--- src/cfp_pkg.sv ---
// ----------------------------------------------------------------------------
// cfp_pkg
// Shared types and constants for the command frame parser: result kinds,
// parse phases, configuration register indexes and per-module limit tables.
// ----------------------------------------------------------------------------
package cfp_pkg;

  // Result kinds
  typedef enum logic [1:0] {
    KIND_ARG    = 2'd0,
    KIND_DONE   = 2'd1,
    KIND_REJECT = 2'd2,
    KIND_ABORT  = 2'd3
  } kind_t;

  // Parse phases, one-hot
  typedef enum logic [6:0] {
    PH_HUNT     = 7'b0000001,
    PH_MODULE   = 7'b0000010,
    PH_FUNCTION = 7'b0000100,
    PH_COUNT    = 7'b0001000,
    PH_LENGTH   = 7'b0010000,
    PH_DATA     = 7'b0100000,
    PH_END      = 7'b1000000
  } phase_t;

  // Configuration register indexes
  localparam logic [1:0] REG_START_BYTE    = 2'd0;
  localparam logic [1:0] REG_END_BYTE      = 2'd1;
  localparam logic [1:0] REG_TIMEOUT_TICKS = 2'd2;

  localparam logic [7:0]  START_BYTE_RESET = 8'd255;
  localparam logic [7:0]  END_BYTE_RESET   = 8'd0;
  localparam logic [15:0] TIMEOUT_RESET    = 16'd2000;
  localparam logic [16:0] IDLE_MAX         = 17'h1FFFF;

  // Per-module limits; modules past the listed ones have all limits zero
  localparam logic [7:0] FUNC_LIMIT [32] = '{
    8'd3, 8'd3, 8'd2, 8'd3, 8'd9, 8'd4, 8'd2, 8'd0, 8'd2, 8'd3, 8'd3, 8'd4,
    8'd6, 8'd5, 8'd3, 8'd5, 8'd5, 8'd3, 8'd0, 8'd0, 8'd0, 8'd0, 8'd0, 8'd0,
    8'd0, 8'd0, 8'd0, 8'd0, 8'd0, 8'd0, 8'd0, 8'd0
  };
  localparam logic [7:0] COUNT_LIMIT [32] = '{
    8'd1, 8'd1, 8'd255, 8'd1, 8'd3, 8'd1, 8'd1, 8'd0, 8'd2, 8'd1, 8'd1, 8'd26,
    8'd2, 8'd1, 8'd1, 8'd10, 8'd10, 8'd255, 8'd0, 8'd0, 8'd0, 8'd0, 8'd0, 8'd0,
    8'd0, 8'd0, 8'd0, 8'd0, 8'd0, 8'd0, 8'd0, 8'd0
  };
  localparam logic [7:0] LEN_LIMIT [32] = '{
    8'd5, 8'd2, 8'd255, 8'd32, 8'd4, 8'd2, 8'd1, 8'd0, 8'd4, 8'd2, 8'd1, 8'd3,
    8'd50, 8'd255, 8'd1, 8'd10, 8'd10, 8'd255, 8'd0, 8'd0, 8'd0, 8'd0, 8'd0, 8'd0,
    8'd0, 8'd0, 8'd0, 8'd0, 8'd0, 8'd0, 8'd0, 8'd0
  };

  // Configuration register set
  typedef struct packed {
    logic [7:0]  start_byte;
    logic [7:0]  end_byte;
    logic [15:0] timeout_ticks;
  } cfg_t;

  // One result item
  typedef struct packed {
    kind_t      kind;
    logic [4:0] module_num;
    logic [7:0] function_id;
    logic [7:0] arg_count;
    logic [7:0] arg_index;
    logic [7:0] byte_index;
    logic [7:0] arg_byte;
    logic       last_of_arg;
  } res_t;

endpackage

--- src/command_frame_parser_unit.sv ---
// ----------------------------------------------------------------------------
// command_frame_parser_unit
// Deframes a length-prefixed command stream and streams out argument bytes
// and frame events.
// ----------------------------------------------------------------------------
// Usage:
//   Input channel (in_valid/in_ready) carries one item per transfer: a
//   received byte (command 0, rx_byte) or a millisecond tick (command 1).
//   Output channel (out_valid/out_ready) carries at most one result per
//   input item: an argument byte, frame complete, field rejected or frame
//   aborted, with the current frame's module, function, count and indexes.
//   Configuration: cfg_wr_en writes cfg_data into register cfg_index
//   (0 start byte, 1 end byte, 2 timeout ticks) in the same cycle; write
//   only while no results are pending.
//   The parse step is combinational; results are registered at the output.
//   Throughput: one item per cycle while in_ready is high.
//   Reset clears the frame state to hunting, loads the register defaults
//   (start 255, end 0, timeout 2000) and empties the output stage.
//   When the receiver stalls, one further result is held in a skid entry;
//   in_ready then drops until the output register is taken.
// ----------------------------------------------------------------------------
module command_frame_parser_unit import cfp_pkg::*; #(
  parameter int NUM_MODULES = 18
) (
  input  logic        clk,
  input  logic        rst,
  input  logic        cfg_wr_en,
  input  logic [1:0]  cfg_index,
  input  logic [15:0] cfg_data,
  input  logic        in_valid,
  output logic        in_ready,
  input  logic        command,
  input  logic [7:0]  rx_byte,
  output logic        out_valid,
  input  logic        out_ready,
  output logic [1:0]  kind,
  output logic [4:0]  module_num,
  output logic [7:0]  function_id,
  output logic [7:0]  arg_count,
  output logic [7:0]  arg_index,
  output logic [7:0]  byte_index,
  output logic [7:0]  arg_byte,
  output logic        last_of_arg
);

  cfg_t cfg;
  logic accept;
  logic res_valid;
  res_t res;
  res_t out_res;

  // Configuration registers
  always_ff @(posedge clk) begin
    if (rst) begin
      cfg.start_byte    <= START_BYTE_RESET;
      cfg.end_byte      <= END_BYTE_RESET;
      cfg.timeout_ticks <= TIMEOUT_RESET;
    end else if (cfg_wr_en) begin
      unique case (cfg_index)
        REG_START_BYTE:    cfg.start_byte    <= cfg_data[7:0];
        REG_END_BYTE:      cfg.end_byte      <= cfg_data[7:0];
        REG_TIMEOUT_TICKS: cfg.timeout_ticks <= cfg_data;
        default: ;
      endcase
    end
  end

  assign accept = in_valid && in_ready;

  cfp_step #(
    .NUM_MODULES (NUM_MODULES)
  ) u_step (
    .clk       (clk),
    .rst       (rst),
    .accept    (accept),
    .command   (command),
    .rx_byte   (rx_byte),
    .cfg       (cfg),
    .res_valid (res_valid),
    .res       (res)
  );

  cfp_out_buf u_out_buf (
    .clk        (clk),
    .rst        (rst),
    .push       (res_valid),
    .push_res   (res),
    .can_accept (in_ready),
    .out_valid  (out_valid),
    .out_ready  (out_ready),
    .out_res    (out_res)
  );

  // Unpack result fields
  assign kind        = out_res.kind;
  assign module_num  = out_res.module_num;
  assign function_id = out_res.function_id;
  assign arg_count   = out_res.arg_count;
  assign arg_index   = out_res.arg_index;
  assign byte_index  = out_res.byte_index;
  assign arg_byte    = out_res.arg_byte;
  assign last_of_arg = out_res.last_of_arg;

endmodule

--- src/cfp_step.sv ---
// ----------------------------------------------------------------------------
// cfp_step
// Frame state register and the combinational parse step: takes one byte or
// tick per accepted transfer and forms at most one result.
// ----------------------------------------------------------------------------
module cfp_step import cfp_pkg::*; #(
  parameter int NUM_MODULES = 18
) (
  input  logic       clk,
  input  logic       rst,
  input  logic       accept,
  input  logic       command,
  input  logic [7:0] rx_byte,
  input  cfg_t       cfg,
  output logic       res_valid,
  output res_t       res
);

  phase_t      phase, phase_next;
  logic [4:0]  cur_module, cur_module_next;
  logic [7:0]  cur_function, cur_function_next;
  logic [7:0]  announced_args, announced_args_next;
  logic [7:0]  arg_counter, arg_counter_next;
  logic [7:0]  byte_counter, byte_counter_next;
  logic [7:0]  cur_arg_length, cur_arg_length_next;
  logic [16:0] idle_ticks, idle_ticks_next;

  logic [16:0] idle_inc;
  logic [8:0]  byte_count_inc;
  logic [7:0]  arg_count_inc;
  logic        data_last;

  // Derived counts
  assign idle_inc       = (idle_ticks < IDLE_MAX) ? idle_ticks + 17'd1 : idle_ticks;
  assign byte_count_inc = {1'b0, byte_counter} + 9'd1;
  assign arg_count_inc  = arg_counter + 8'd1;
  assign data_last      = (byte_count_inc >= {1'b0, cur_arg_length});

  // Parse step
  always_comb begin
    phase_next          = phase;
    cur_module_next     = cur_module;
    cur_function_next   = cur_function;
    announced_args_next = announced_args;
    arg_counter_next    = arg_counter;
    byte_counter_next   = byte_counter;
    cur_arg_length_next = cur_arg_length;
    idle_ticks_next     = idle_ticks;
    res_valid           = 1'b0;
    res.kind            = KIND_ARG;
    res.module_num      = cur_module;
    res.function_id     = cur_function;
    res.arg_count       = announced_args;
    res.arg_index       = arg_counter;
    res.byte_index      = byte_counter;
    res.arg_byte        = 8'd0;
    res.last_of_arg     = 1'b0;

    if (accept) begin
      if (command) begin
        // Tick: count idle time inside a frame, abort past the timeout
        if (phase != PH_HUNT) begin
          idle_ticks_next = idle_inc;
          if (idle_inc > {1'b0, cfg.timeout_ticks}) begin
            res_valid           = 1'b1;
            res.kind            = KIND_ABORT;
            phase_next          = PH_HUNT;
            arg_counter_next    = 8'd0;
            byte_counter_next   = 8'd0;
            cur_arg_length_next = 8'd0;
            idle_ticks_next     = 17'd0;
          end
        end
      end else begin
        idle_ticks_next = 17'd0;
        unique case (phase)
          PH_HUNT: begin
            if (rx_byte == cfg.start_byte) begin
              phase_next          = PH_MODULE;
              arg_counter_next    = 8'd0;
              byte_counter_next   = 8'd0;
              cur_arg_length_next = 8'd0;
            end
          end
          PH_MODULE: begin
            if ({1'b0, rx_byte} >= 9'(NUM_MODULES)) begin
              res_valid = 1'b1;
              res.kind  = KIND_REJECT;
            end else begin
              cur_module_next = rx_byte[4:0];
              phase_next      = PH_FUNCTION;
            end
          end
          PH_FUNCTION: begin
            if (rx_byte > FUNC_LIMIT[cur_module]) begin
              res_valid = 1'b1;
              res.kind  = KIND_REJECT;
            end else begin
              cur_function_next = rx_byte;
              phase_next        = PH_COUNT;
            end
          end
          PH_COUNT: begin
            if (rx_byte > COUNT_LIMIT[cur_module]) begin
              res_valid = 1'b1;
              res.kind  = KIND_REJECT;
            end else begin
              announced_args_next = rx_byte;
              arg_counter_next    = 8'd0;
              byte_counter_next   = 8'd0;
              phase_next          = (rx_byte == 8'd0) ? PH_END : PH_LENGTH;
            end
          end
          PH_LENGTH: begin
            // Zero length skips to the end wait; over-limit aborts
            if (rx_byte == 8'd0) begin
              phase_next = PH_END;
            end else if (rx_byte > LEN_LIMIT[cur_module]) begin
              res_valid           = 1'b1;
              res.kind            = KIND_ABORT;
              phase_next          = PH_HUNT;
              arg_counter_next    = 8'd0;
              byte_counter_next   = 8'd0;
              cur_arg_length_next = 8'd0;
            end else begin
              cur_arg_length_next = rx_byte;
              byte_counter_next   = 8'd0;
              phase_next          = PH_DATA;
            end
          end
          PH_DATA: begin
            res_valid       = 1'b1;
            res.kind        = KIND_ARG;
            res.arg_byte    = rx_byte;
            res.last_of_arg = data_last;
            if (data_last) begin
              byte_counter_next = 8'd0;
              arg_counter_next  = arg_count_inc;
              phase_next        = (arg_count_inc >= announced_args) ? PH_END : PH_LENGTH;
            end else begin
              byte_counter_next = byte_count_inc[7:0];
            end
          end
          PH_END: begin
            if (rx_byte == cfg.end_byte) begin
              res_valid           = 1'b1;
              res.kind            = KIND_DONE;
              phase_next          = PH_HUNT;
              arg_counter_next    = 8'd0;
              byte_counter_next   = 8'd0;
              cur_arg_length_next = 8'd0;
            end
          end
          default: begin
            phase_next          = PH_HUNT;
            arg_counter_next    = 8'd0;
            byte_counter_next   = 8'd0;
            cur_arg_length_next = 8'd0;
          end
        endcase
      end
    end
  end

  // Frame state
  always_ff @(posedge clk) begin
    if (rst) begin
      phase          <= PH_HUNT;
      cur_module     <= 5'd0;
      cur_function   <= 8'd0;
      announced_args <= 8'd0;
      arg_counter    <= 8'd0;
      byte_counter   <= 8'd0;
      cur_arg_length <= 8'd0;
      idle_ticks     <= 17'd0;
    end else begin
      phase          <= phase_next;
      cur_module     <= cur_module_next;
      cur_function   <= cur_function_next;
      announced_args <= announced_args_next;
      arg_counter    <= arg_counter_next;
      byte_counter   <= byte_counter_next;
      cur_arg_length <= cur_arg_length_next;
      idle_ticks     <= idle_ticks_next;
    end
  end

`ifndef SYNTHESIS
  a_arg_only_in_data: assert property (@(posedge clk) disable iff (rst)
    res_valid && res.kind == KIND_ARG |-> phase == PH_DATA)
    else $error("argument byte emitted outside the data phase");

  a_abort_to_hunt: assert property (@(posedge clk) disable iff (rst)
    res_valid && res.kind == KIND_ABORT |=> phase == PH_HUNT && idle_ticks == 17'd0)
    else $error("abort did not return to hunting");

  a_byte_clears_idle: assert property (@(posedge clk) disable iff (rst)
    accept && !command |=> idle_ticks == 17'd0)
    else $error("received byte did not clear idle count");

  a_tick_in_hunt: assert property (@(posedge clk) disable iff (rst)
    accept && command && phase == PH_HUNT |-> !res_valid ##1 phase == PH_HUNT)
    else $error("tick while hunting changed state or gave a result");
`endif

endmodule

--- src/cfp_out_buf.sv ---
// ----------------------------------------------------------------------------
// cfp_out_buf
// Result register with one skid entry, so a new transfer is taken while a
// finished result still waits for the receiver.
// ----------------------------------------------------------------------------
module cfp_out_buf import cfp_pkg::*; (
  input  logic clk,
  input  logic rst,
  input  logic push,
  input  res_t push_res,
  output logic can_accept,
  output logic out_valid,
  input  logic out_ready,
  output res_t out_res
);

  logic skid_valid;
  res_t skid_res;
  logic pop;

  assign pop        = out_valid && out_ready;
  assign can_accept = !skid_valid;

  // Advance the skid entry or load a new result
  always_ff @(posedge clk) begin
    if (rst) begin
      out_valid  <= 1'b0;
      skid_valid <= 1'b0;
    end else begin
      if (skid_valid) begin
        if (pop) begin
          out_valid  <= 1'b1;
          skid_valid <= 1'b0;
        end
      end else if (push) begin
        if (!out_valid || pop) begin
          out_valid <= 1'b1;
        end else begin
          skid_valid <= 1'b1;
        end
      end else if (pop) begin
        out_valid <= 1'b0;
      end
    end
  end

  // Payload, no reset
  always_ff @(posedge clk) begin
    if (skid_valid) begin
      if (pop) begin
        out_res <= skid_res;
      end
    end else if (push) begin
      if (!out_valid || pop) begin
        out_res <= push_res;
      end else begin
        skid_res <= push_res;
      end
    end
  end

`ifndef SYNTHESIS
  a_skid_behind_out: assert property (@(posedge clk) disable iff (rst)
    skid_valid |-> out_valid)
    else $error("skid entry held with empty output register");

  a_no_push_when_full: assert property (@(posedge clk) disable iff (rst)
    push |-> !skid_valid)
    else $error("result pushed with skid entry occupied");

  a_skid_drains: assert property (@(posedge clk) disable iff (rst)
    skid_valid && out_ready |=> out_valid && !skid_valid)
    else $error("skid entry not moved on after transfer");
`endif

endmodule
--- config.mk ---
export PLATFORM = sky130hd
export DESIGN_NAME = command_frame_parser_unit
export DESIGN_NICKNAME = d
export VERILOG_FILES = /design/src/cfp_pkg.sv /design/src/command_frame_parser_unit.sv /design/src/cfp_step.sv /design/src/cfp_out_buf.sv
export SDC_FILE = /design/constraint.sdc
export NUM_CORES = 1
export LEC_CHECK = 0
export BUFFER_PORTS_ARGS = -buffer_cell sky130_fd_sc_hd__buf_2
export CAP_MARGIN = 20
export CORE_AREA = 2 2 179 181
export CTS_BUF_LIST = sky130_fd_sc_hd__clkbuf_16
export DETAILED_ROUTE_END_ITERATION = 16
export DIE_AREA = 0 0 181 183
export SYNTH_ARGS = -nofsm -noshare
export SYNTH_HDL_FRONTEND = slang
export SYNTH_HIERARCHICAL = 1
export SYNTH_SLANG_ARGS = --single-unit
--- constraint.sdc ---
create_clock -name clk -period 10.64 [get_ports clk]
set_input_delay 2.128 -clock clk [delete_from_list [all_inputs] [get_ports clk]]
set_output_delay 2.128 -clock clk [all_outputs]
set_load 0.01 [all_outputs]
# ---- Word level (Yosys, flattened, before mapping)
# Memories as Yosys holds them, arrays and structs flattened.
# Cells that the tools add are included.
dict set report op_classes {
  n_addsub 3
  magnitude_cmp 9
  n_eq_ne 26
  n_mux 80
  bitwise 7
  n_reduce_logical 26
}
# cell count
set op_table {}
lappend op_table {{two-way mux 48 bit} 4}
lappend op_table {{two-way mux 8 bit} 21}
lappend op_table {{case mux 8 bit (6 select lines)} 2}
lappend op_table {{two-way mux 7 bit} 12}
lappend op_table {{two-way mux 17 bit} 4}
lappend op_table {{case mux 7 bit (7 select lines)} 1}
lappend op_table {{case mux 8 bit (4 select lines)} 1}
lappend op_table {{two-way mux 9 bit} 3}
lappend op_table {{> comparator 8 bit} 3}
lappend op_table {{two-way mux 1 bit} 20}
lappend op_table {{two-way mux 2 bit} 9}
lappend op_table {{adder 17 x 1 -> 17 bit (second input constant)} 1}
lappend op_table {{> comparator 17 x 16 -> 1 bit} 1}
lappend op_table {{less-than comparator 17 bit (second input constant)} 1}
lappend op_table {{equality test 8 bit} 2}
lappend op_table {{!= test 3 x 2 -> 1 bit (second input constant)} 4}
lappend op_table {{!= test 3 bit (second input constant)} 4}
lappend op_table {{AND reduction 4 bit} 3}
lappend op_table {{case mux 2 bit (5 select lines)} 1}
lappend op_table {{AND reduction 10 bit} 1}
lappend op_table {{adder 8 x 1 -> 9 bit (second input constant)} 1}
lappend op_table {{greater-or-equal comparator 9 x 8 -> 1 bit} 1}
lappend op_table {{AND reduction 3 bit} 3}
lappend op_table {{AND reduction 9 bit} 1}
lappend op_table {{32 further kinds} 47}
dict set report word_totals {
  regBits 199
  romBits 768
  in_bits 32
  output_inout_bits 50
  elab_cells 183
  n_memories 3
}
# memory depth width rd rd_ports_with_merged_regs wr line_no
set mem_list {}
lappend mem_list {{(no name shown)} 32 8 1 0 0 cfp_step.sv:95} ;# if (rx_byte > FUNC_LIMIT[cur_module]) begin
lappend mem_list {{(no name shown)} 32 8 1 0 0 cfp_step.sv:118} ;# end else if (rx_byte > LEN_LIMIT[cur_module]) begin
lappend mem_list {{(no name shown)} 32 8 1 0 0 cfp_step.sv:104} ;# if (rx_byte > COUNT_LIMIT[cur_module]) begin

# ---- Logic depth before layout (Yosys ltp)
dict set report depth {
  word_depth 13
  mapped_depth 17
  mapped_depth_nobuf 16
}

# ---- Cells and area by module
# The synthesis kept the hierarchy.
# module n_inst cells_each area_per_inst_um2 seq_area_each_um2
set modules_own_cells {}
lappend modules_own_cells {cfp_step 1 717 5690.5 1381.3}
lappend modules_own_cells {cfp_out_buf 1 163 3783.6 2922.8}
lappend modules_own_cells {command_frame_parser_unit 1 134 1342.5 640.6}

# ---- Worst setup path after synthesis
# No wires, ideal clock.
dict set report synth_timing {
  path_kind {input to register}
  from {input port rx_byte[0]}
  to {register, netlist name u_out_buf/out_res[0]}
  setup_time_ns 0.470
  t_arrival_ns 6.412
  required_ns 10.170
  setup_slack_ns 3.759
  stages 10
  n_path_buf 1
  path_cell_list {clkbuf_1 > inv_1 > ha_1 > and4_1 > nor2b_1 > nor3b_1 > a21boi_0 > a311oi_1 > mux2i_1 > a21oi_1}
}
dict set report synth_via {
  elab_chain_cells 8
  elab_cells_between_ends 17
  cone_classes {4 x order compare; 1 x eq/ne; 9 x mux; 3 x reduce/logical}
}
# item line_no
set synth_rtl {}
lappend synth_rtl {{start: declaration} command_frame_parser_unit.sv:33} ;# input logic [7:0] rx_byte,
lappend synth_rtl {{> comparator 8 bit} cfp_step.sv:118}
lappend synth_rtl {{two-way mux 1 bit} cfp_step.sv:118}
lappend synth_rtl {{two-way mux 1 bit} cfp_step.sv:116} ;# if (rx_byte == 8'd0) begin
lappend synth_rtl {{case mux 1 bit (6 select lines) *} cfp_step.sv:76} ;# unique case (phase)
lappend synth_rtl {{two-way mux 1 bit *} cfp_step.sv:60} ;# if (command) begin
lappend synth_rtl {{two-way mux 1 bit *} cfp_step.sv:59} ;# if (accept) begin
lappend synth_rtl {{via res_valid} command_frame_parser_unit.sv:48} ;# logic res_valid;
lappend synth_rtl {{nonzero test 2 bit (no source line) *} -}
lappend synth_rtl {{AND reduction 3 bit (no source line) *} -}
# Mark *: on every way through the listed nets, which the timed path passes. The rest lies on a longest branch.
# A chain may end at the register's enable or synchronous reset.

# ---- Worst setup path after layout
dict set report layout_timing {
  from {register u_step.idle_ticks[0]}
  to {register, netlist name u_out_buf/out_res[18]}
}
dict set report layout_via {
  elab_chain_cells 9
  elab_cells_between_ends 10
  cone_classes {1 x add/sub; 2 x order compare; 5 x mux; 2 x reduce/logical}
}
# item line_no
set layout_rtl {}
lappend layout_rtl {{start: declaration} cfp_step.sv:26} ;# logic [16:0] idle_ticks, idle_ticks_next;
lappend layout_rtl {{start signal: assignment} cfp_step.sv:184} ;# idle_ticks <= idle_ticks_next;
lappend layout_rtl {{adder 17 x 1 -> 17 bit / less-than comparator 17 bit (equally long branches)} cfp_step.sv:34} ;# assign idle_inc = (idle_ticks < IDLE_MAX) ? idle_ticks + 17'd1 : idle_ticks;
lappend layout_rtl {{two-way mux 17 bit *} cfp_step.sv:34}
lappend layout_rtl {{> comparator 17 x 16 -> 1 bit *} cfp_step.sv:64} ;# if (idle_inc > {1'b0, cfg.timeout_ticks}) begin
lappend layout_rtl {{two-way mux 1 bit *} cfp_step.sv:64}
lappend layout_rtl {{two-way mux 1 bit *} cfp_step.sv:62} ;# if (phase != PH_HUNT) begin
lappend layout_rtl {{two-way mux 1 bit *} cfp_step.sv:60}
lappend layout_rtl {{two-way mux 1 bit *} cfp_step.sv:59}
lappend layout_rtl {{via res_valid} command_frame_parser_unit.sv:48}
lappend layout_rtl {{nonzero test 2 bit (no source line) *} -}
lappend layout_rtl {{AND reduction 3 bit (no source line) *} -}
# Marks and branches as above.

==> summary.md <==
| Metric | Value |
|---|---|
| Worst EP arrival | `5230 ps` |
| Post-synth cell types | `79` |
| Crit path cell chain | `ha_1 > nand4_1 > a2111o_1 > nor2_1 > xor2_1 > ha_1 > nand4_1 > nor3_1 > a221oi_1 > a21boi_2 > nor2_4 > a311oi_1 > mux2i_1 > a21oi_4 > buf_4` |
| Layout Skew | `14.4 ps` |
| CP delay by family, top | `compound AO/OA/AOI/OAI gates` |
| Slew headroom | `33.1%` |
| Largest net degree at the start of global routing | `73` |
| Post-CTS Hold Buffers | `0` |
| Fin cells | `1492` |
| #FFs+latches synth | `199` |
| Total of max-cap violations | `0` |
| Sequential area share after synthesis | `45.7%` |
| Critical Path Sink Type | `register` |
| Initial antenna violation count | `0` |
| Area Growth Syn to Fin | `12.5%` |
| Most frequent cells in the layout | `102 x dfxtp_1, 96 x edfxtp_1, 94 x nor2_1` |
| Crit path time final | `5160 ps` |
| Routed len/inst | `16.2 um` |
| RSZ-0062 raised after global routing | `no` |
| Die height | `183 um` |
| N_diodes | `0` |
| Die area | `33100 um^2` |
| Final WL | `24100 um` |
| Synth warnings | `6` |
| Post-synth EDFFs | `96` |
| Total gr overflow | `0` |
| Most common cell after layout, fill and taps aside | `dfxtp_1` |
| Critical-path maximum fanout | `48` |
| ANT nets after route | `0` |
| Worst-Skew Late Latency | `440 ps` |
| First-pass GRT wire length | `38600 um` |
| Initial Util | `34.6%` |
| Final net count | `1170` |
| CORE AREA | `31200 um^2` |
| Mapped Area | `10800 um^2` |
| Total CTS buffers | `17` |
| Leak | `4.66 nW` |
| Post-CTS Setup Repair Bufs | `0` |
| Final TNS setup | `0 ps` |
| Post-Synthesis Cells | `1014` |
| Synth area leader | `edfxtp_1` |
| Avg Vias per Cell | `5.15` |
| RD Place Congestion | `0.850` |
| Buffers on Ports | `81` |
| Setup-failing EPs final | `0` |
| CTS max path bufs | `2` |
| Post_cts resized | `0` |
| Synth top area share | `26.7%` |
| Chip Width | `181 um` |
| Dpl hpwl | `17000 um` |
| H-Tree Depth | `4` |
| Synth async-reset ratio | `0%` |
| Class of the worst hold path | `reg -> reg` |
| Max Slew Vio Count | `0` |
| Peak VDD IR | `73.1 uV` |
| Final hold vios | `0` |
| PwrDens | `128 nW/um^2` |
| Fraction of layout cells with a size suffix above 1 | `17.7%` |
| Root Buffer | `clkbuf_16` |
| Post-Syn Nets | `1107` |
| Clock net sink count | `199` |
| Worst path bufs/invs | `1` |
| DR pass1 iterations | `5` |
| Cells after DPL | `1458` |
| Filler instances | `3073` |
| Status | `completed` |
| Synthesized area per cell | `10.7 um^2` |
| 1st-iter DRT viols | `578` |
| Ys flop type | `dfxtp_1` |
| DR vias | `7677` |
| GRT Total Usage | `14.6%` |
| CP Class | `reg -> reg` |
| CP peak stage delay | `540 ps` |
| Setup crit start kind | `register` |
| TritonCTS clock tree | `built` |
| Area contributors post-synth | `edfxtp_1 27%, dfxtp_1 19%, ha_1 7.1%` |
| Tcrit/Tclk final | `48.5%` |
| Row cnt | `65` |
| Io pins | `82` |
| # DRC | `0` |
| Worst-path clk slew | `80 ps` |
| Critical-path top delay cell | `a2111o_1` |
| Fmax | `194 MHz` |
| CP required | `10710 ps` |
| Worst Max-Slew Pin Slew | `996 ps` |
| Vias in the first global route | `7131` |
==> per-stage QoR <==
step | power [W] | utilization [%] | area, um^2 | hold slack, ps | setup WS [ps]
floorplan | 0.000884 | - | 10800 | 418 | 3760
global placement | 0.000911 | 36.9 | 11500 | 437 | 5040
detailed placement | 0.000912 | 36.9 | 11500 | 442 | 4850
CTS | 0.00158 | 38.9 | 12100 | 461 | 4840
global route | 0.00161 | 39.0 | 12200 | 477 | 4930
finish | 0.00156 | 39.0 | 12200 | 461 | 5480
==> state kept, by name (all words and copies together) (netlist names) <==
register,count
u_step/byte_counter,8
u_step/phase,7
u_step/idle_ticks,17
cfg,32
u_step/announced_args,8
u_step/cur_arg_length,8
u_out_buf/skid_valid,1
u_step/cur_function,8
u_out_buf/out_res,48
u_out_buf/out_valid,1
u_out_buf/skid_res,48
u_step/arg_counter,8
u_step/cur_module,5
==> cell families after synthesis <==
logic type,after synthesis,synth area share [%]
xor+xnor,40,3.24
mux,110,12.4
compound gates,168,10.7
flops,199,45.7
buf+inv,92,4.05
fa+ha+maj,61,7.06
simple gates,344,16.8
==> layer usage <==
layer	up-vias	share of wire [%]	wire (um)	global-route usage, %
met5	-	0	0	0
met4	0	1.3	309	4.03
met3	25	4.2	1010	2.40
met2	196	46	11100	23.4
met1	3627	49	11700	20.4
li1	3829	-	-	-
==> power by group <==
part / internal, W / leakage (nW) / switching [W]
clock: 0.000338 / 0.299 / 0.000324
sequential: 0.000804 / 1.70 / 0.00000463
combinational: 0.0000306 / 2.66 / 0.0000553
total: 0.00117 / 4.66 / 0.000384
==> synth_stat cells, drive strengths merged, types with 4 or more instances <==
library cell / count
inv: 47
nand4: 21
o22ai: 9
or3: 10
o32ai: 5
nand2: 59
o31a: 4
dfxtp: 103
ha: 61
a21o: 5
o311ai: 5
nor2b: 9
edfxtp: 96
nor3: 18
and4: 4
a21boi: 5
nand3b: 4
nand3: 29
a21oi: 51
a211oi: 9
buf: 22
a31oi: 6
xor2: 26
and3b: 4
mux2: 48
o21ai: 26
a311oi: 4
xnor2: 14
nand2b: 47
clkbuf: 23
nor2: 95
a22oi: 6
a211o: 5
and3: 15
or4: 4
nor4: 6
and2: 11
mux2i: 61
==> final timing paths <==
path	from	endpoint	slack [ps]	cells after the start
max	u_step/idle_ticks[0]$_SDFFE_PP0P_	u_out_buf/out_res[18]$_DFFE_PP_	5480	15
min	u_step/cur_arg_length[7]$_SDFFE_PP0P_	u_step/cur_arg_length[7]$_SDFFE_PP0P_	460	2
max reg2reg	u_step/idle_ticks[0]$_SDFFE_PP0P_	u_out_buf/out_res[18]$_DFFE_PP_	5480	15
min reg2reg	u_step/cur_arg_length[7]$_SDFFE_PP0P_	u_step/cur_arg_length[7]$_SDFFE_PP0P_	460	2
==> worst min-delay path, delay by kind of cell (launching register included) <==
kind | cells | cell delay, ps
mux | 1 | 50
flops | 1 | 310
simple gates | 1 | 50
==> area by class of cell <==
type / instances / area, um^2 / area share [%]
Multi-Input combinational cell: 723 / 5450 / 44.8
Sequential cell: 199 / 4950 / 40.7
Tap cell: 402 / 503 / 4.13
Timing Repair Buffer: 89 / 475 / 3.91
Clock buffer: 17 / 425 / 3.50
Clock inverter: 15 / 185 / 1.52
Inverter: 47 / 176 / 1.45
(Power assumes the default switching activity.)
